==> config.mk <==
export PLATFORM = sky130hd
export DESIGN_NAME = srtf_process_scheduler
export DESIGN_NICKNAME = d
export VERILOG_FILES = /design/src/rtl/srtf_pkg.sv /design/src/rtl/srtf_process_scheduler.sv /design/src/rtl/srtf_sub_unit.sv /design/src/rtl/srtf_tables.sv
export VERILOG_INCLUDE_DIRS = /design/src /design/src/rtl
export SDC_FILE = /design/constraint.sdc
export NUM_CORES = 1
export LEC_CHECK = 0
export BUFFER_PORTS_ARGS = -buffer_cell sky130_fd_sc_hd__buf_2
export CAP_MARGIN = 5
export CORE_MARGIN = 5
export CORE_UTILIZATION = 35
export DETAILED_ROUTE_END_ITERATION = 10
export GPL_ROUTABILITY_DRIVEN = 0
export PLACE_DENSITY = 0.46
export SLEW_MARGIN = 20
export SYNTH_ARGS = -nofsm -noshare
export SYNTH_HDL_FRONTEND = slang
export SYNTH_SLANG_ARGS = --single-unit
==> constraint.sdc <==
create_clock -name clk -period 16.2 [get_ports clk]
set_input_delay 1.62 -clock clk [delete_from_list [all_inputs] [get_ports clk]]
set_output_delay 1.62 -clock clk [all_outputs]
set_load 0.005 [all_outputs]
==> src/rtl/srtf_process_scheduler_assert.svh <==
// assertion macros for the srtf process scheduler
// expects clk and rst_n in the scope where a macro is used
`ifndef SRTF_PROCESS_SCHEDULER_ASSERT_SVH
`define SRTF_PROCESS_SCHEDULER_ASSERT_SVH

// consequent must hold in the same cycle as the antecedent
`define SRTF_ASSERT_HOLD(lbl, ante, cons, msg) \
  lbl: assert property (@(posedge clk) disable iff (!rst_n) (ante) |-> (cons)) \
    else $error(msg);

// consequent must hold in the cycle after the antecedent
`define SRTF_ASSERT_NEXT(lbl, ante, cons, msg) \
  lbl: assert property (@(posedge clk) disable iff (!rst_n) (ante) |=> (cons)) \
    else $error(msg);

`endif

==> src/rtl/srtf_pkg.sv <==
// shared types and constants for the srtf process scheduler
// no dependencies
`default_nettype none

package srtf_pkg;

  // fixed field widths of the transaction payloads
  localparam int OP_W    = 2;
  localparam int SLOT_W  = 4;
  localparam int FIELD_W = 12;
  localparam int OUT_W   = 16;
  localparam int CFG_W   = 5;
  localparam int COUNT_W = 5;

  // opcodes of an input transaction
  localparam logic [OP_W-1:0] OP_LOAD    = 2'd0;
  localparam logic [OP_W-1:0] OP_TICK    = 2'd1;
  localparam logic [OP_W-1:0] OP_RESTART = 2'd2;

  // sequencer states
  typedef enum logic [2:0] {
    ST_IDLE,
    ST_SCAN,
    ST_DEC,
    ST_TAT,
    ST_WAIT,
    ST_OUT
  } state_t;

  // write controls from the sequencer to the slot tables
  typedef struct packed {
    logic load_we;
    logic rem_we;
    logic restart;
  } tbl_ctrl_t;

endpackage

`default_nettype wire

==> src/rtl/srtf_process_scheduler.sv <==
// Preemptive shortest-remaining-time-first scheduler. A load or restart transaction is taken
// in the idle state and gives no result; the block is ready again on the next cycle. A tick
// transaction scans the n slots in use (n = process_count, capped at MAX_PROCS) one slot per
// cycle through the single read port of the slot memories and the shared subtractor, then
// decrements the winner, computes turnaround and waiting through the same subtractor when the
// winner completes, and loads the output register once it is free; an idle tick goes straight
// from the scan to the output register. in_stall is high throughout; the result sits in an
// output register, so the next transaction is accepted while it waits. Remaining times reset
// to zero through per-slot flag bits, and a restart reloads them from the bursts by the same
// flags, so there is no sweep.
// depends on srtf_pkg, srtf_tables, srtf_sub_unit and srtf_process_scheduler_assert.svh
`default_nettype none

`include "srtf_process_scheduler_assert.svh"

module srtf_process_scheduler #(
  parameter int MAX_PROCS = 16,
  parameter int TIME_BITS = 16
) (
  input  wire logic                         clk,
  input  wire logic                         rst_n,
  // configuration channel
  input  wire logic                         cfg_valid,
  output logic                              cfg_ready,
  input  wire logic [srtf_pkg::CFG_W-1:0]   cfg_process_count,
  // input channel
  input  wire logic                         in_valid,
  output logic                              in_stall,
  input  wire logic [srtf_pkg::OP_W-1:0]    in_opcode,
  input  wire logic [srtf_pkg::SLOT_W-1:0]  in_slot,
  input  wire logic [srtf_pkg::FIELD_W-1:0] in_arrival,
  input  wire logic [srtf_pkg::FIELD_W-1:0] in_burst,
  // result channel
  output logic                              out_valid,
  input  wire logic                         out_stall,
  output logic [srtf_pkg::OUT_W-1:0]        out_tick_start,
  output logic                              out_idle,
  output logic [srtf_pkg::SLOT_W-1:0]       out_chosen,
  output logic                              out_finished,
  output logic [srtf_pkg::OUT_W-1:0]        out_completion_time,
  output logic [srtf_pkg::OUT_W-1:0]        out_turnaround,
  output logic [srtf_pkg::OUT_W-1:0]        out_waiting,
  output logic                              out_all_done
);

  localparam int FW   = srtf_pkg::FIELD_W;
  localparam int OW   = srtf_pkg::OUT_W;
  localparam int CW   = srtf_pkg::COUNT_W;
  localparam int IDXW = $clog2(MAX_PROCS);
  localparam int NW   = $clog2(MAX_PROCS + 1);
  localparam int LW   = (NW > srtf_pkg::CFG_W) ? NW : srtf_pkg::CFG_W;
  localparam int UW   = (TIME_BITS > FW) ? TIME_BITS : FW;

  srtf_pkg::state_t            state_r, state_nxt;
  logic [srtf_pkg::CFG_W-1:0]  pc_r, pc_nxt;
  logic [TIME_BITS-1:0]        time_r, time_nxt;
  logic [CW-1:0]               count_r, count_nxt;
  logic [LW-1:0]               cnt_r, cnt_nxt;
  logic                        ev_vld_r, ev_vld_nxt;
  logic [IDXW-1:0]             ev_idx_r, ev_idx_nxt;
  logic                        found_r, found_nxt;
  logic                        done_r, done_nxt;
  logic                        out_valid_r, out_valid_nxt;
  logic [IDXW-1:0]             best_idx_r, best_idx_nxt;
  logic [FW-1:0]               best_rem_r, best_rem_nxt;
  logic [FW-1:0]               best_arr_r, best_arr_nxt;
  logic [FW-1:0]               best_burst_r, best_burst_nxt;
  logic [TIME_BITS-1:0]        start_r, start_nxt;
  logic [UW-1:0]               tat_r, tat_nxt;
  logic [UW-1:0]               wt_r, wt_nxt;
  logic [OW-1:0]               out_tick_start_r, out_tick_start_nxt;
  logic                        out_idle_r, out_idle_nxt;
  logic [srtf_pkg::SLOT_W-1:0] out_chosen_r, out_chosen_nxt;
  logic                        out_finished_r, out_finished_nxt;
  logic [OW-1:0]               out_completion_r, out_completion_nxt;
  logic [OW-1:0]               out_turnaround_r, out_turnaround_nxt;
  logic [OW-1:0]               out_waiting_r, out_waiting_nxt;
  logic                        out_all_done_r, out_all_done_nxt;

  logic                        in_accept;
  logic                        slot_ok;
  logic [LW-1:0]               pc_ext;
  logic [LW-1:0]               n_ext;
  logic [TIME_BITS-1:0]        time_inc;
  logic                        elig;

  srtf_pkg::tbl_ctrl_t         tbl_ctrl;
  logic [IDXW-1:0]             tbl_wr_idx;
  logic [FW-1:0]               tbl_wr_rem;
  logic [IDXW-1:0]             tbl_rd_idx;
  logic [FW-1:0]               tbl_arrival;
  logic [FW-1:0]               tbl_burst;
  logic [FW-1:0]               tbl_remaining;

  logic [UW-1:0]               sub_a;
  logic [UW-1:0]               sub_b;
  logic [UW-1:0]               sub_diff;
  logic                        sub_borrow;

  // slot tables
  srtf_tables #(
    .MAX_PROCS (MAX_PROCS),
    .IDXW      (IDXW)
  ) u_tables (
    .clk          (clk),
    .rst_n        (rst_n),
    .ctrl         (tbl_ctrl),
    .wr_idx       (tbl_wr_idx),
    .wr_arrival   (in_arrival),
    .wr_burst     (in_burst),
    .wr_remaining (tbl_wr_rem),
    .rd_idx       (tbl_rd_idx),
    .rd_arrival   (tbl_arrival),
    .rd_burst     (tbl_burst),
    .rd_remaining (tbl_remaining)
  );

  // shared subtractor
  srtf_sub_unit #(
    .W (UW)
  ) u_sub (
    .op_a   (sub_a),
    .op_b   (sub_b),
    .diff   (sub_diff),
    .borrow (sub_borrow)
  );

  // handshakes
  assign cfg_ready = 1'b1;
  assign in_stall  = (state_r != srtf_pkg::ST_IDLE);
  assign in_accept = in_valid && !in_stall;

  // slots in use, capped at the table depth
  assign pc_ext  = LW'(pc_r);
  assign n_ext   = (pc_ext > LW'(MAX_PROCS)) ? LW'(MAX_PROCS) : pc_ext;
  assign slot_ok = int'(in_slot) < MAX_PROCS;

  // saturating time advance
  assign time_inc = (time_r == '1) ? time_r : time_r + TIME_BITS'(1);

  // slot under evaluation wins if arrived, has work and beats the best so far
  assign elig = !sub_borrow && (tbl_remaining != '0) &&
                (!found_r || (tbl_remaining < best_rem_r));

  // sequencer
  always_comb begin
    state_nxt          = state_r;
    pc_nxt             = pc_r;
    time_nxt           = time_r;
    count_nxt          = count_r;
    cnt_nxt            = cnt_r;
    ev_vld_nxt         = 1'b0;
    ev_idx_nxt         = ev_idx_r;
    found_nxt          = found_r;
    done_nxt           = done_r;
    best_idx_nxt       = best_idx_r;
    best_rem_nxt       = best_rem_r;
    best_arr_nxt       = best_arr_r;
    best_burst_nxt     = best_burst_r;
    start_nxt          = start_r;
    tat_nxt            = tat_r;
    wt_nxt             = wt_r;
    out_valid_nxt      = out_valid_r && out_stall;
    out_tick_start_nxt = out_tick_start_r;
    out_idle_nxt       = out_idle_r;
    out_chosen_nxt     = out_chosen_r;
    out_finished_nxt   = out_finished_r;
    out_completion_nxt = out_completion_r;
    out_turnaround_nxt = out_turnaround_r;
    out_waiting_nxt    = out_waiting_r;
    out_all_done_nxt   = out_all_done_r;
    tbl_ctrl           = '0;
    tbl_wr_idx         = IDXW'(in_slot);
    tbl_wr_rem         = sub_diff[FW-1:0];
    tbl_rd_idx         = cnt_r[IDXW-1:0];
    sub_a              = UW'(time_r);
    sub_b              = UW'(tbl_arrival);

    // register write
    if (cfg_valid && cfg_ready) begin
      pc_nxt = cfg_process_count;
    end

    case (state_r)
      srtf_pkg::ST_IDLE: begin
        if (in_accept) begin
          case (in_opcode)
            srtf_pkg::OP_LOAD: begin
              tbl_ctrl.load_we = slot_ok;
            end
            srtf_pkg::OP_TICK: begin
              cnt_nxt   = '0;
              found_nxt = 1'b0;
              done_nxt  = 1'b0;
              start_nxt = time_r;
              state_nxt = srtf_pkg::ST_SCAN;
            end
            srtf_pkg::OP_RESTART: begin
              tbl_ctrl.restart = 1'b1;
              time_nxt         = '0;
              count_nxt        = '0;
            end
            default: begin
            end
          endcase
        end
      end

      // one slot read and one slot evaluated each cycle
      srtf_pkg::ST_SCAN: begin
        if (ev_vld_r && elig) begin
          found_nxt      = 1'b1;
          best_idx_nxt   = ev_idx_r;
          best_rem_nxt   = tbl_remaining;
          best_arr_nxt   = tbl_arrival;
          best_burst_nxt = tbl_burst;
        end
        if (cnt_r < n_ext) begin
          ev_vld_nxt = 1'b1;
          ev_idx_nxt = cnt_r[IDXW-1:0];
          cnt_nxt    = cnt_r + LW'(1);
        end else begin
          time_nxt  = time_inc;
          state_nxt = found_nxt ? srtf_pkg::ST_DEC : srtf_pkg::ST_OUT;
        end
      end

      // run the winner for one unit
      srtf_pkg::ST_DEC: begin
        sub_a           = UW'(best_rem_r);
        sub_b           = UW'(1);
        tbl_ctrl.rem_we = 1'b1;
        tbl_wr_idx      = best_idx_r;
        if (sub_diff[FW-1:0] == '0) begin
          done_nxt  = 1'b1;
          count_nxt = (count_r == '1) ? count_r : count_r + CW'(1);
          state_nxt = srtf_pkg::ST_TAT;
        end else begin
          state_nxt = srtf_pkg::ST_OUT;
        end
      end

      // turnaround = completion - arrival, floored at zero
      srtf_pkg::ST_TAT: begin
        sub_a     = UW'(time_r);
        sub_b     = UW'(best_arr_r);
        tat_nxt   = sub_borrow ? '0 : sub_diff;
        state_nxt = srtf_pkg::ST_WAIT;
      end

      // waiting = turnaround - burst, floored at zero
      srtf_pkg::ST_WAIT: begin
        sub_a     = tat_r;
        sub_b     = UW'(best_burst_r);
        wt_nxt    = sub_borrow ? '0 : sub_diff;
        state_nxt = srtf_pkg::ST_OUT;
      end

      // load the output register once it is free
      srtf_pkg::ST_OUT: begin
        if (!out_valid_r || !out_stall) begin
          out_valid_nxt      = 1'b1;
          out_tick_start_nxt = OW'(start_r);
          out_idle_nxt       = !found_r;
          out_chosen_nxt     = found_r ? srtf_pkg::SLOT_W'(best_idx_r) : '0;
          out_finished_nxt   = done_r;
          out_completion_nxt = done_r ? OW'(time_r) : '0;
          out_turnaround_nxt = done_r ? OW'(tat_r) : '0;
          out_waiting_nxt    = done_r ? OW'(wt_r) : '0;
          out_all_done_nxt   = (LW'(count_r) == n_ext);
          state_nxt          = srtf_pkg::ST_IDLE;
        end
      end

      default: begin
        state_nxt = srtf_pkg::ST_IDLE;
      end
    endcase
  end

  // control registers
  always_ff @(posedge clk) begin
    if (!rst_n) begin
      state_r     <= srtf_pkg::ST_IDLE;
      pc_r        <= srtf_pkg::CFG_W'(1);
      time_r      <= '0;
      count_r     <= '0;
      cnt_r       <= '0;
      ev_vld_r    <= 1'b0;
      found_r     <= 1'b0;
      done_r      <= 1'b0;
      out_valid_r <= 1'b0;
    end else begin
      state_r     <= state_nxt;
      pc_r        <= pc_nxt;
      time_r      <= time_nxt;
      count_r     <= count_nxt;
      cnt_r       <= cnt_nxt;
      ev_vld_r    <= ev_vld_nxt;
      found_r     <= found_nxt;
      done_r      <= done_nxt;
      out_valid_r <= out_valid_nxt;
    end
  end

  // payload registers
  always_ff @(posedge clk) begin
    ev_idx_r         <= ev_idx_nxt;
    best_idx_r       <= best_idx_nxt;
    best_rem_r       <= best_rem_nxt;
    best_arr_r       <= best_arr_nxt;
    best_burst_r     <= best_burst_nxt;
    start_r          <= start_nxt;
    tat_r            <= tat_nxt;
    wt_r             <= wt_nxt;
    out_tick_start_r <= out_tick_start_nxt;
    out_idle_r       <= out_idle_nxt;
    out_chosen_r     <= out_chosen_nxt;
    out_finished_r   <= out_finished_nxt;
    out_completion_r <= out_completion_nxt;
    out_turnaround_r <= out_turnaround_nxt;
    out_waiting_r    <= out_waiting_nxt;
    out_all_done_r   <= out_all_done_nxt;
  end

  // result ports
  assign out_valid           = out_valid_r;
  assign out_tick_start      = out_tick_start_r;
  assign out_idle            = out_idle_r;
  assign out_chosen          = out_chosen_r;
  assign out_finished        = out_finished_r;
  assign out_completion_time = out_completion_r;
  assign out_turnaround      = out_turnaround_r;
  assign out_waiting         = out_waiting_r;
  assign out_all_done        = out_all_done_r;

  // checks
  `SRTF_ASSERT_NEXT(a_tick_starts_scan, in_accept && in_opcode == srtf_pkg::OP_TICK, state_r == srtf_pkg::ST_SCAN, "tick transaction did not start a scan")
  `SRTF_ASSERT_HOLD(a_scan_bound, state_r == srtf_pkg::ST_SCAN, cnt_r <= n_ext, "scan ran past the slots in use")
  `SRTF_ASSERT_HOLD(a_dec_has_winner, state_r == srtf_pkg::ST_DEC, found_r && best_rem_r != '0, "decrement without a runnable winner")
  `SRTF_ASSERT_NEXT(a_zero_rem_done, state_r == srtf_pkg::ST_DEC && sub_diff[FW-1:0] == '0, done_r && state_r == srtf_pkg::ST_TAT, "completion not recorded")
  `SRTF_ASSERT_HOLD(a_finish_not_idle, out_valid_r, !(out_finished_r && out_idle_r), "idle tick reported a completion")

endmodule

`default_nettype wire

==> src/rtl/srtf_sub_unit.sv <==
// shared subtractor used for the arrival compare and every difference of a tick
// no dependencies
`default_nettype none

module srtf_sub_unit #(
  parameter int W = 16
) (
  input  wire logic [W-1:0] op_a,
  input  wire logic [W-1:0] op_b,
  output logic      [W-1:0] diff,
  output logic              borrow
);

  // a minus b with borrow out, borrow set when b exceeds a
  assign {borrow, diff} = {1'b0, op_a} - {1'b0, op_b};

endmodule

`default_nettype wire

==> src/rtl/srtf_tables.sv <==
// per-slot arrival, burst and remaining-time memories with registered read
// depends on srtf_pkg
`default_nettype none

module srtf_tables #(
  parameter int MAX_PROCS = 16,
  parameter int IDXW      = 4
) (
  input  wire logic                         clk,
  input  wire logic                         rst_n,
  input  wire srtf_pkg::tbl_ctrl_t          ctrl,
  input  wire logic [IDXW-1:0]              wr_idx,
  input  wire logic [srtf_pkg::FIELD_W-1:0] wr_arrival,
  input  wire logic [srtf_pkg::FIELD_W-1:0] wr_burst,
  input  wire logic [srtf_pkg::FIELD_W-1:0] wr_remaining,
  input  wire logic [IDXW-1:0]              rd_idx,
  output logic      [srtf_pkg::FIELD_W-1:0] rd_arrival,
  output logic      [srtf_pkg::FIELD_W-1:0] rd_burst,
  output logic      [srtf_pkg::FIELD_W-1:0] rd_remaining
);

  localparam int FW = srtf_pkg::FIELD_W;

  logic [2*FW-1:0]      ab_mem [MAX_PROCS];
  logic [FW-1:0]        rem_mem [MAX_PROCS];
  logic [2*FW-1:0]      ab_q;
  logic [FW-1:0]        rem_q;
  logic [IDXW-1:0]      rd_idx_q;
  logic [MAX_PROCS-1:0] rem_valid_r;
  logic [MAX_PROCS-1:0] rem_valid_nxt;
  logic [MAX_PROCS-1:0] rem_src_r;
  logic [MAX_PROCS-1:0] rem_src_nxt;

  // arrival and burst memory, one write port, one registered read port
  always_ff @(posedge clk) begin
    if (ctrl.load_we) begin
      ab_mem[wr_idx] <= {wr_arrival, wr_burst};
    end
    ab_q <= ab_mem[rd_idx];
  end

  // remaining-time memory
  always_ff @(posedge clk) begin
    if (ctrl.rem_we) begin
      rem_mem[wr_idx] <= wr_remaining;
    end
    rem_q    <= rem_mem[rd_idx];
    rd_idx_q <= rd_idx;
  end

  // entry flags: not valid reads as zero, source set reads the burst instead
  always_comb begin
    rem_valid_nxt = rem_valid_r;
    rem_src_nxt   = rem_src_r;
    if (ctrl.restart) begin
      rem_valid_nxt = '1;
      rem_src_nxt   = '1;
    end else if (ctrl.load_we) begin
      rem_valid_nxt[wr_idx] = 1'b1;
      rem_src_nxt[wr_idx]   = 1'b1;
    end else if (ctrl.rem_we) begin
      rem_valid_nxt[wr_idx] = 1'b1;
      rem_src_nxt[wr_idx]   = 1'b0;
    end
  end

  always_ff @(posedge clk) begin
    if (!rst_n) begin
      rem_valid_r <= '0;
      rem_src_r   <= '0;
    end else begin
      rem_valid_r <= rem_valid_nxt;
      rem_src_r   <= rem_src_nxt;
    end
  end

  // read data with the flags applied
  assign rd_arrival   = ab_q[2*FW-1:FW];
  assign rd_burst     = ab_q[FW-1:0];
  assign rd_remaining = !rem_valid_r[rd_idx_q] ? '0 :
                        (rem_src_r[rd_idx_q] ? ab_q[FW-1:0] : rem_q);

endmodule

`default_nettype wire

==> flow_metrics.tcl, run 1 <==
set metrics [dict create \
    wirelength_mm 84.5 \
    ys.warnings.count 0 \
    worstPathCellList "nor2b_1 > inv_1 > nor2_1 > buf_4 > nor2_1 > a21oi_1 > ha_1 > inv_1 > fa_1 > a211oi_1 > nor2_1 > xor2_2 > nor4_1 > o2111ai_2 > o41ai_4 > nand2_2 > mux2i_1" \
    die_h_um 319 \
    finalSetupViolCount 0 \
    hpwl_mm 49.4 \
    fin_crit_sh 0.389 \
    synth_seq_cells 849 \
    cts_max_level 3 \
    wl_per_cell_um 25.3 \
    path_clk_slew_ns 0.06 \
    dieArea_um2 102000 \
    grt_overflow 0 \
    reg2reg_from "state_r[1]$_SDFFE_PN0P_" \
    clk_latency_ns 0.66 \
    syn-instance-count 1827 \
    port_buffers 112 \
    power.density_nw_per_um2 152 \
    synthesis.nets 1899 \
    grt_usage 0.164 \
    drt.antenna.violating_nets 0 \
    ys_async_sr_fraction 0 \
    syn_area_per_cell_um2 18.3 \
    final-hold-violation-count 0 \
    layout_common_cells "edfxtp_1, mux4_2, buf_2" \
    vias 17300 \
    grt_max_degree 72 \
    ios 114 \
    hold_buffers 0 \
    clock_skew_ns 0.0319 \
    cts_buffer_depth 3 \
    hp-class "register to register" \
    fin_tns_setup_ns 0 \
    post-route-util 0.409 \
    core_um2 94900 \
    nets 2065 \
    cts_sinks 849 \
    ir_drop_mv 0.0854 \
    tightest_slew_ns 1.08 \
    critical_path_class "register to register" \
    layout_commonest_cell "edfxtp_1" \
    final_cells 3338 \
    grt_pass1_vias 18100 \
    slew_violations 0 \
    final.fill_count 8484 \
    cts_resized 0 \
    reg2regPathDepth 17 \
    drtIter0Drc 1399 \
    ys.flop_type "edfxtp_1" \
    cp.arrival_ns 6.85 \
    post_drt_via_cell_ratio 5.20 \
    cap_violations 0 \
    initial_core_util 0.352 \
    yosysSeqAreaShare 0.731 \
    dpl.cell_count 3163 \
    synthesis.area_um2 33400 \
    cp_common_cell "nor2_1" \
    syn_to_final_growth_pct 16.1 \
    grt_first_pass_wirelength_mm 124 \
    status "finished clean" \
    ys_types 70 \
    fmax_mhz 159 \
    period_needed_ns 6.31 \
    root_buffer "clkbuf_16" \
    cp_max_fo 26 \
    max_slew_margin 0.282 \
    cts_tree "built" \
    endpoint "count_r[4]$_SDFFE_PN0P_" \
    critical_path.startpoint "state_r[1]$_SDFFE_PN0P_" \
    leakagePower_nw 12.5 \
    synth-edff-count 739 \
    crit_required_ns 16.74 \
    drc 0 \
    critical_path.max_stage_delay_ns 0.92 \
    antenna_found_initial 10 \
    post_cts_buffers 0 \
    dr.pass1.iters 6 \
    final_layout_size_suffix_gt1_frac 0.260 \
    rsz0062_at_grt "no" \
    worst_setup_path_start_kind "register" \
    reg2reg_slack_ns 9.89 \
    rows 113 \
    die_w_um 319 \
    cp_slowest_cell "dfxtp_1" \
    holdWs_ns 0.416 \
    end_kind "register" \
    cts_buffers 91 \
    r2r_end "count_r[4]$_SDFFE_PN0P_" \
]
[how the worst min path moves through the flow]
stage,from,to,slack (ns),depth (start not counted)
after detailed placement,start_r[13]$_DFFE_PP_,out_tick_start[13]$_DFFE_PP_,0.40,0
after global placement,ev_idx_r[3]$_DFFE_PP_,best_idx_r[3]$_DFFE_PP_,0.40,0
after global routing,ev_idx_r[2]$_DFFE_PP_,best_idx_r[2]$_DFFE_PP_,0.42,0
after CTS,start_r[8]$_DFFE_PP_,out_tick_start[8]$_DFFE_PP_,0.42,0
after floorplan,cnt_r[3]$_SDFFE_PN0P_,u_tables.rd_idx_q[3]$_DFF_P_,0.37,0
final,start_r[15]$_DFFE_PP_,out_tick_start[15]$_DFFE_PP_,0.42,0
[metal layers]
metal	vias to the layer above	global-route usage	wire [µm]
li1	7641	-	-
met1	9107	0.226	37600
met2	456	0.271	40900
met3	135	0.0299	4030
met4	4	0.0430	1930
met5	-	0	25
[cell families after synthesis]
group,share of synthesized area
flip-flops,0.731
AND/OR/NAND/NOR,0.0566
multiplexers,0.135
AO/OA/AOI/OAI,0.0447
buffers and inverters,0.0135
adder cells (fa/ha/maj),0.0122
XOR/XNOR,0.00734
other,0.000112
[cell usage after synthesis (all sizes together) (3+ instances only)]
library cell	count	area, µm²
dfxtp	110	2200
xor2	14	123
nor3	13	65.1
o22ai	4	25.0
a21boi	15	113
a221oi	11	96.3
nor3b	3	27.5
mux2i	24	240
o41ai	3	45.1
edfxtp	739	22200
nand4	10	62.6
or3	9	56.3
o31ai	3	22.5
xnor2	14	123
mux4	189	4260
a22o	13	114
a21oi	22	114
and3	3	18.8
o211ai	7	52.6
a211o	3	26.3
o31a	20	175
clkbuf	71	268
and2	57	357
or2	10	62.6
inv	26	97.6
nand2	76	288
a211oi	6	45.0
ha	31	388
nand3b	6	45.0
nand2b	6	37.5
a21o	10	75.1
nor4	11	81.3
o21a	9	67.6
a31oi	3	18.8
nor2b	24	150
a22oi	25	188
nor2	135	507
buf	19	85.1
nand3	16	80.1
o21ai	36	180
o2111ai	3	32.5
[flip-flops by register name, indices dropped and copies added, names as in the netlist, 5 cells and up]
| signal | cells |
|---|---|
| time_r | 16 |
| pc_ext | 5 |
| u_tables.ab_mem | 384 |
| out_completion_time | 16 |
| wt_r | 16 |
| u_tables.rem_valid_r | 16 |
| out_waiting | 16 |
| u_tables.rem_src_r | 16 |
| cnt_r | 5 |
| out_turnaround | 16 |
| u_tables.rem_mem | 192 |
| best_rem_r | 12 |
| out_tick_start | 16 |
| u_tables.ab_q | 24 |
| tat_r | 16 |
| count_r | 5 |
| u_tables.rem_q | 12 |
| best_arr_r | 12 |
| best_burst_r | 12 |
| start_r | 16 |
[critical path, delay by kind of cell, from the launching register on]
family	cells	cell delay [ns]
buffers and inverters	3	0.52
XOR/XNOR	1	0.27
multiplexers	1	0.15
flip-flops	1	0.92
adder cells (fa/ha/maj)	2	0.68
AO/OA/AOI/OAI	4	1.39
AND/OR/NAND/NOR	6	2.24
[through the flow]
| stage | setup slack [ns] | area, µm² | total power [mW] |
|---|---|---|---|
| floorplan | 10.43 | 33400 | 3.51 |
| global placement | 10.10 | 35800 | 3.90 |
| detailed placement | 9.90 | 35800 | 3.92 |
| CTS | 9.86 | 38700 | 5.98 |
| global route | 9.47 | 38700 | 6.17 |
| finish | 9.89 | 38800 | 5.90 |
[cell type report]
type / instances / area, µm² / share of cell area
flip-flops and latches: 849 / 24400 / 0.630
multi-input cells: 862 / 8750 / 0.226
clock buffers: 120 / 2470 / 0.0637
well taps: 1265 / 1580 / 0.0408
repair buffers: 163 / 968 / 0.0250
clock inverters: 51 / 479 / 0.0124
inverters: 26 / 97.6 / 0.00252
diodes: 2 / 5.00 / 0.000129
[where the power goes]
group	internal [mW]	switching [mW]	leakage, nW
sequential	2.62	0.121	7.61
combinational	0.476	0.631	3.47
clock	1.20	0.841	1.44
Note: power is estimated with default switching activity, not from simulation.
==> inputs of run 2 (changes only) <==
==> constraint.sdc (replaced) <==
create_clock -name clk -period 5.95 [get_ports clk]
set_input_delay 0.595 -clock clk [delete_from_list [all_inputs] [get_ports clk]]
set_output_delay 0.595 -clock clk [all_outputs]
set_load 0.005 [all_outputs]
==> run 2 against run 1 <==
Worst hold slack worse by 0.26 ns. Non-clock buffer count is 6 lower. Sequential share of layout area is 0.053 points higher. Clock skew is 0.0028 ns lower. Routed wire length is 1.3% lower. Sequential power grew to 2.7 times the previous value. Fmax is 17% higher. Register-to-register slack worse by 9.3 ns. Utilization hardly changed. Largest power group unchanged. Highest routed layer unchanged.
==> flow_metrics.tcl, run 2 (synthesis results as in run 1) <==
set metrics [dict create \
    tightest_slew_ns 1.22 \
    cp_max_fo 40 \
    cts_max_level 3 \
    cts_buffer_depth 3 \
    hpwl_mm 51.1 \
    cts_buffers 91 \
    clock_skew_ns 0.0292 \
    post-route-cell-area_um2 38700 \
    fin_tns_setup_ns 0 \
    syn_to_final_growth_pct 16.0 \
    crit_required_ns 6.23 \
    cts_resized 0 \
    grt_usage 0.161 \
    die_h_um 319 \
    port_buffers 112 \
    grt_first_pass_wirelength_mm 123 \
    grt_overflow 0 \
    end_kind "register" \
    top_regs "u_tables.ab_mem x384, u_tables.rem_mem x192, u_tables.ab_q x24" \
    power.density_nw_per_um2 416 \
    layout_commonest_cell "edfxtp_1" \
    max_slew_margin 0.186 \
    slew_violations 0 \
    top_register "u_tables.ab_mem" \
    post_cts_buffers 0 \
    wl_per_cell_um 25.0 \
    leakagePower_nw 12.5 \
    holdWs_ns 0.161 \
    wirelength_mm 83.4 \
    final-hold-violation-count 0 \
    final.fill_count 8520 \
    worst_setup_path_start_kind "register" \
    rsz0062_at_grt "no" \
    nets 2059 \
    critical_path_class "register to register" \
    grt_pass1_vias 17900 \
    final_layout_size_suffix_gt1_frac 0.258 \
    hp-class "input port to register" \
    post_drt_via_cell_ratio 5.19 \
    core_um2 94900 \
    status "finished clean" \
    post-route-util 0.408 \
    vias 17300 \
    root_buffer "clkbuf_16" \
    fmax_mhz 186 \
    drt.antenna.violating_nets 0 \
    die_w_um 319 \
    ios 114 \
    drtIter0Drc 1468 \
    dieArea_um2 102000 \
    grt_max_degree 150 \
    path_clk_slew_ns 0.06 \
    period_needed_ns 5.38 \
    clk_latency_ns 0.66 \
    cap_violations 0 \
    largest_reg_flops 384 \
    finalSetupViolCount 0 \
    hold_buffers 0 \
    cp.arrival_ns 5.66 \
    fin_crit_sh 0.904 \
    place_area_um2 35800 \
    rows 113 \
    antenna_found_initial 6 \
    dr.pass1.iters 5 \
    cts_tree "built" \
    cts_sinks 849 \
    ir_drop_mv 0.227 \
    initial_core_util 0.352 \
    layout_common_cells "edfxtp_1, mux4_2, buf_2" \
    drc 0 \
]
[run 2: routing by layer]
layer  wire length, µm  share of wire  track usage  vias to the layer above
met1             37300           0.45        0.225                     9050
met2             40500           0.49        0.267                      456
met4              1630          0.020       0.0346                        4
li1                  -              -            -                     7636
met3              3930          0.047       0.0301                      126
met5                25        0.00030            0                        -
[run 2: worst max-delay path, stage by stage (launching register included)]
cell and delay (ns):
dfxtp_1 0.64, nor2b_1 0.10, buf_4 0.20, inv_1 0.08, nor2_1 0.05, nor2_1 0.81
a21oi_1 0.17, ha_1 0.24, inv_1 0.09, fa_1 0.24, a211oi_1 0.13, o211a_1 0.26
o21ai_1 0.53, nor2_1 0.18, nor4_2 0.53, nand2_1 0.18, nor2_4 0.13, buf_4 0.43
[run 2: worst paths after layout]
path | cells after the start | to | slack (ns) | startpoint
max | 17 | best_idx_r[0]$_DFFE_PP_ | 0.57 | state_r[2]$_SDFFE_PN0P_
min | 3 | pc_ext[0]$_SDFFE_PN1P_ | 0.16 | cfg_process_count[0]
max reg2reg | 17 | best_idx_r[0]$_DFFE_PP_ | 0.57 | state_r[2]$_SDFFE_PN0P_
min reg2reg | 0 | out_tick_start[2]$_DFFE_PP_ | 0.41 | start_r[2]$_DFFE_PP_
[run 2: area by class of cell]
| cell class | instances | area (µm²) | area share |
|---|---|---|---|
| Antenna cell | 2 | 5.00 | 0.000129 |
| Clock buffer | 119 | 2460 | 0.0636 |
| Clock inverter | 51 | 485 | 0.0125 |
| Inverter | 26 | 97.6 | 0.00252 |
| Multi-Input combinational cell | 862 | 8750 | 0.226 |
| Sequential cell | 849 | 24400 | 0.630 |
| Tap cell | 1265 | 1580 | 0.0409 |
| Timing Repair Buffer | 157 | 936 | 0.0242 |
[run 2: per-stage QoR]
step | instances | worst slack, ns | total power [mW]
finish | 3331 | 0.570 | 16.1
global route | 3329 | 0.209 | 16.8
CTS | 3329 | 0.615 | 16.3
detailed placement | 3159 | 0.681 | 10.7
global placement | 3159 | 0.706 | 10.7
floorplan | 1827 | 0.184 | 9.54
[run 2: power by group]
part	leakage, nW	total (mW)	switching [mW]	internal [mW]
combinational	3.44	3.09	1.77	1.32
clock	1.44	5.58	2.31	3.27
sequential	7.61	7.44	0.302	7.14
==> inputs of run 3 (changes only) <==
--- a/config.mk
+++ b/config.mk
@@ -16,4 +16,5 @@
 export SLEW_MARGIN = 20
 export SYNTH_ARGS = -nofsm -noshare
 export SYNTH_HDL_FRONTEND = slang
+export SYNTH_HIERARCHICAL = 1
 export SYNTH_SLANG_ARGS = --single-unit
==> run 3 against run 2 <==
Clock skew decreased by 0.00060 ns. Highest routed layer unchanged. Critical path type unchanged. Synthesized cell count increased by 4.4%. Largest power group unchanged. Critical path depth increased by 3. Cell count increased by 2.2%. First-iteration DRC count decreased by 2.2%. Clock power decreased by 2%. Worst hold slack improved by 0.0049 ns. Routed wire length increased by 3.5%. Via count increased by 4.5%. Critical endpoint is now best_arr_r[1]$_DFFE_PP_. Setup slack improved by 0.080 ns.
==> flow_metrics.tcl, run 3 <==
set metrics [dict create \
    status "finished clean" \
    antenna_found_initial 8 \
    holdWs_ns 0.166 \
    synth_compound_area_frac 0.0492 \
    setup_ws_ns 0.650 \
    rsz0062_at_grt "no" \
    largest_reg_flops 384 \
    cp.arrival_ns 5.64 \
    drtIter0Drc 1435 \
    wl_per_cell_um 25.3 \
    ys_async_sr_fraction 0 \
    initial_core_util 0.352 \
    fmax_mhz 189 \
    slew_violations 0 \
    synth_xor_area_frac 0.00540 \
    critical_path.max_stage_delay_ns 0.63 \
    synth_seq_cells 849 \
    rows 114 \
    r2r_end "best_arr_r[1]$_DFFE_PP_" \
    wirelength_mm 86.3 \
    place_ws_ns 0.720 \
    grt_usage 0.164 \
    finalSetupViolCount 0 \
    cts_resized 0 \
    die_w_um 322 \
    period_needed_ns 5.30 \
    power.density_nw_per_um2 322 \
    end_kind "register" \
    port_buffers 112 \
    post_cts_buffers 0 \
    synth-simple-area-share 0.0667 \
    ys_types 79 \
    final_layout_size_suffix_gt1_frac 0.241 \
    critical_path.startpoint "state_r[1]$_SDFFE_PN0P_" \
    max_slew_margin 0.225 \
    top_regs "u_tables/ab_mem x384, u_tables/rem_mem x192, u_tables/ab_q x24" \
    reg2reg_slack_ns 0.65 \
    worst_setup_path_start_kind "register" \
    clock_skew_ns 0.0286 \
    ys.flop_type "edfxtp_1" \
    synth.area.mux_share 0.129 \
    die_h_um 322 \
    leakagePower_nw 12.9 \
    synthesis.area_um2 34100 \
    dieArea_um2 104000 \
    layout_commonest_cell "edfxtp_1" \
    ys_top_cells_by_area "edfxtp_1, mux4_2, dfxtp_1" \
    root_buffer "clkbuf_16" \
    fin_crit_sh 0.891 \
    ys.warnings.count 6 \
    path_clk_slew_ns 0.06 \
    nets 2126 \
    crit_required_ns 6.29 \
    layout_common_cells "edfxtp_1, mux4_2, buf_2" \
    yosysSeqAreaShare 0.716 \
    synth_top_family_by_area "multiplexers" \
    post_drt_via_cell_ratio 5.30 \
    grt_first_pass_wirelength_mm 126 \
    synth-edff-count 739 \
    hp-class "input port to register" \
    reg2reg_from "state_r[1]$_SDFFE_PN0P_" \
    grt_max_degree 72 \
    endpoint "best_arr_r[1]$_DFFE_PP_" \
    cp_slowest_cell "nor2_1" \
    core_um2 96700 \
    hold_buffers 0 \
    worstPathCellList "buf_4 > nor2_1 > nand2_1 > clkinv_1 > a22oi_1 > nand2_1 > inv_1 > ha_1 > fa_1 > and2b_1 > o211ai_1 > a21oi_1 > buf_4 > a21boi_0 > o31a_1 > nand2b_1 > a311oi_1 > o21ai_0 > a21oi_4 > buf_12" \
    path_depth 20 \
    clk_latency_ns 0.65 \
    syn_area_per_cell_um2 17.9 \
    ir_drop_mv 0.264 \
    fin_tns_setup_ns 0 \
    grt_pass1_vias 18300 \
    vias 18000 \
    synthTopCellsByCount "edfxtp_1, mux4_2, dfxtp_1" \
    post-route-util 0.404 \
    cap_violations 0 \
    syn-instance-count 1908 \
    grt_overflow 0 \
    cts_max_level 3 \
    ios 114 \
    yosysTopAreaCell "edfxtp_1" \
    drt.antenna.violating_nets 0 \
    cts_buffers 92 \
    critical_path_class "register to register" \
    cts_tree "built" \
    cts_buffer_depth 3 \
    crit_family "compound AO/OA/AOI/OAI gates" \
    final-hold-violation-count 0 \
    yosysMostFrequentCell "edfxtp_1" \
    cp_max_fo 31 \
    path_buf_inv 5 \
    drc 0 \
    syn_to_final_growth_pct 14.6 \
    synthAdderAreaFrac 0.0134 \
    top_register "u_tables/ab_mem" \
    hpwl_mm 50.3 \
    reg2regPathDepth 20 \
    dr.pass1.iters 8 \
    tightest_slew_ns 1.16 \
    synth_top_area_frac 0.651 \
    cts_sinks 849 \
]
run 3: cell count changes after synthesis, sizes merged, moves of 12 or more:
cell	change
a31oi	+17
a41oi	+12
and3	+41
buf	+20
inv	+16
nand2	+26
nor2	-83
nor2b	+29
o21ai	-14
o31a	+13
run 3: worst register-to-register path: cells and delay by family, from the launching register on:
family | cells | cell delay, ns
fa+ha+maj | 2 | 0.61
compound gates | 8 | 1.94
buf+inv | 5 | 0.76
flops | 1 | 0.29
simple gates | 5 | 1.38
run 3: cells by family after synthesis:
kind of cell	after synthesis
compound gates	227
other cells	2
simple gates	414
buf+inv	152
fa+ha+maj	36
xor+xnor	21
flops	849
mux	207
run 3: layout make-up:
cell class                      count  area, µm²
Inverter                           43        161
Sequential cell                   849      24400
Multi-Input combinational cell    910       9050
Clock inverter                     52        422
Fill cell                        8835      57700
Tap cell                         1276       1600
Clock buffer                      119       2490
Antenna cell                        2       5.00
Timing Repair Buffer              154        921
run 3: how the worst min path moves through the flow:
stage	startpoint	end	slack, ns	cells after the start
detailed placement	start_r[11]$_DFFE_PP_	out_tick_start[11]$_DFFE_PP_	0.40	0
floorplan	cnt_r[2]$_SDFFE_PN0P_	u_tables/rd_idx_q[2]$_DFF_P_	0.38	0
finish	cfg_process_count[0]	pc_ext[0]$_SDFFE_PN1P_	0.17	3
CTS	cfg_process_count[0]	pc_ext[0]$_SDFFE_PN1P_	0.11	3
global route	cfg_process_count[0]	pc_ext[0]$_SDFFE_PN1P_	0.15	3
global placement	start_r[10]$_DFFE_PP_	out_tick_start[10]$_DFFE_PP_	0.41	0
run 3: per-stage QoR:
| stage | cells | total power, mW | cell area, µm² |
|---|---|---|---|
| floorplan | 1911 | 7.04 | 34100 |
| detailed placement | 3231 | 7.24 | 36100 |
| global placement | 3231 | 7.22 | 36100 |
| global route | 3403 | 13.1 | 39000 |
| CTS | 3402 | 12.8 | 39000 |
| finish | 3405 | 12.6 | 39000 |
run 3: metal layers:
metal | routed length (µm) | up-vias | track usage
met2 | 42500 | 432 | 0.276
li1 | - | 7969 | -
met5 | 39 | - | 0
met4 | 1650 | 6 | 0.0368
met3 | 4090 | 126 | 0.0315
met1 | 38000 | 9516 | 0.223
run 3: where the power goes:
group | switching [mW] | internal (mW) | leakage [nW] | total (mW)
sequential | 0.0459 | 6.52 | 7.67 | 6.56
clock | 2.28 | 3.21 | 1.44 | 5.49
combinational | 0.318 | 0.217 | 3.75 | 0.536
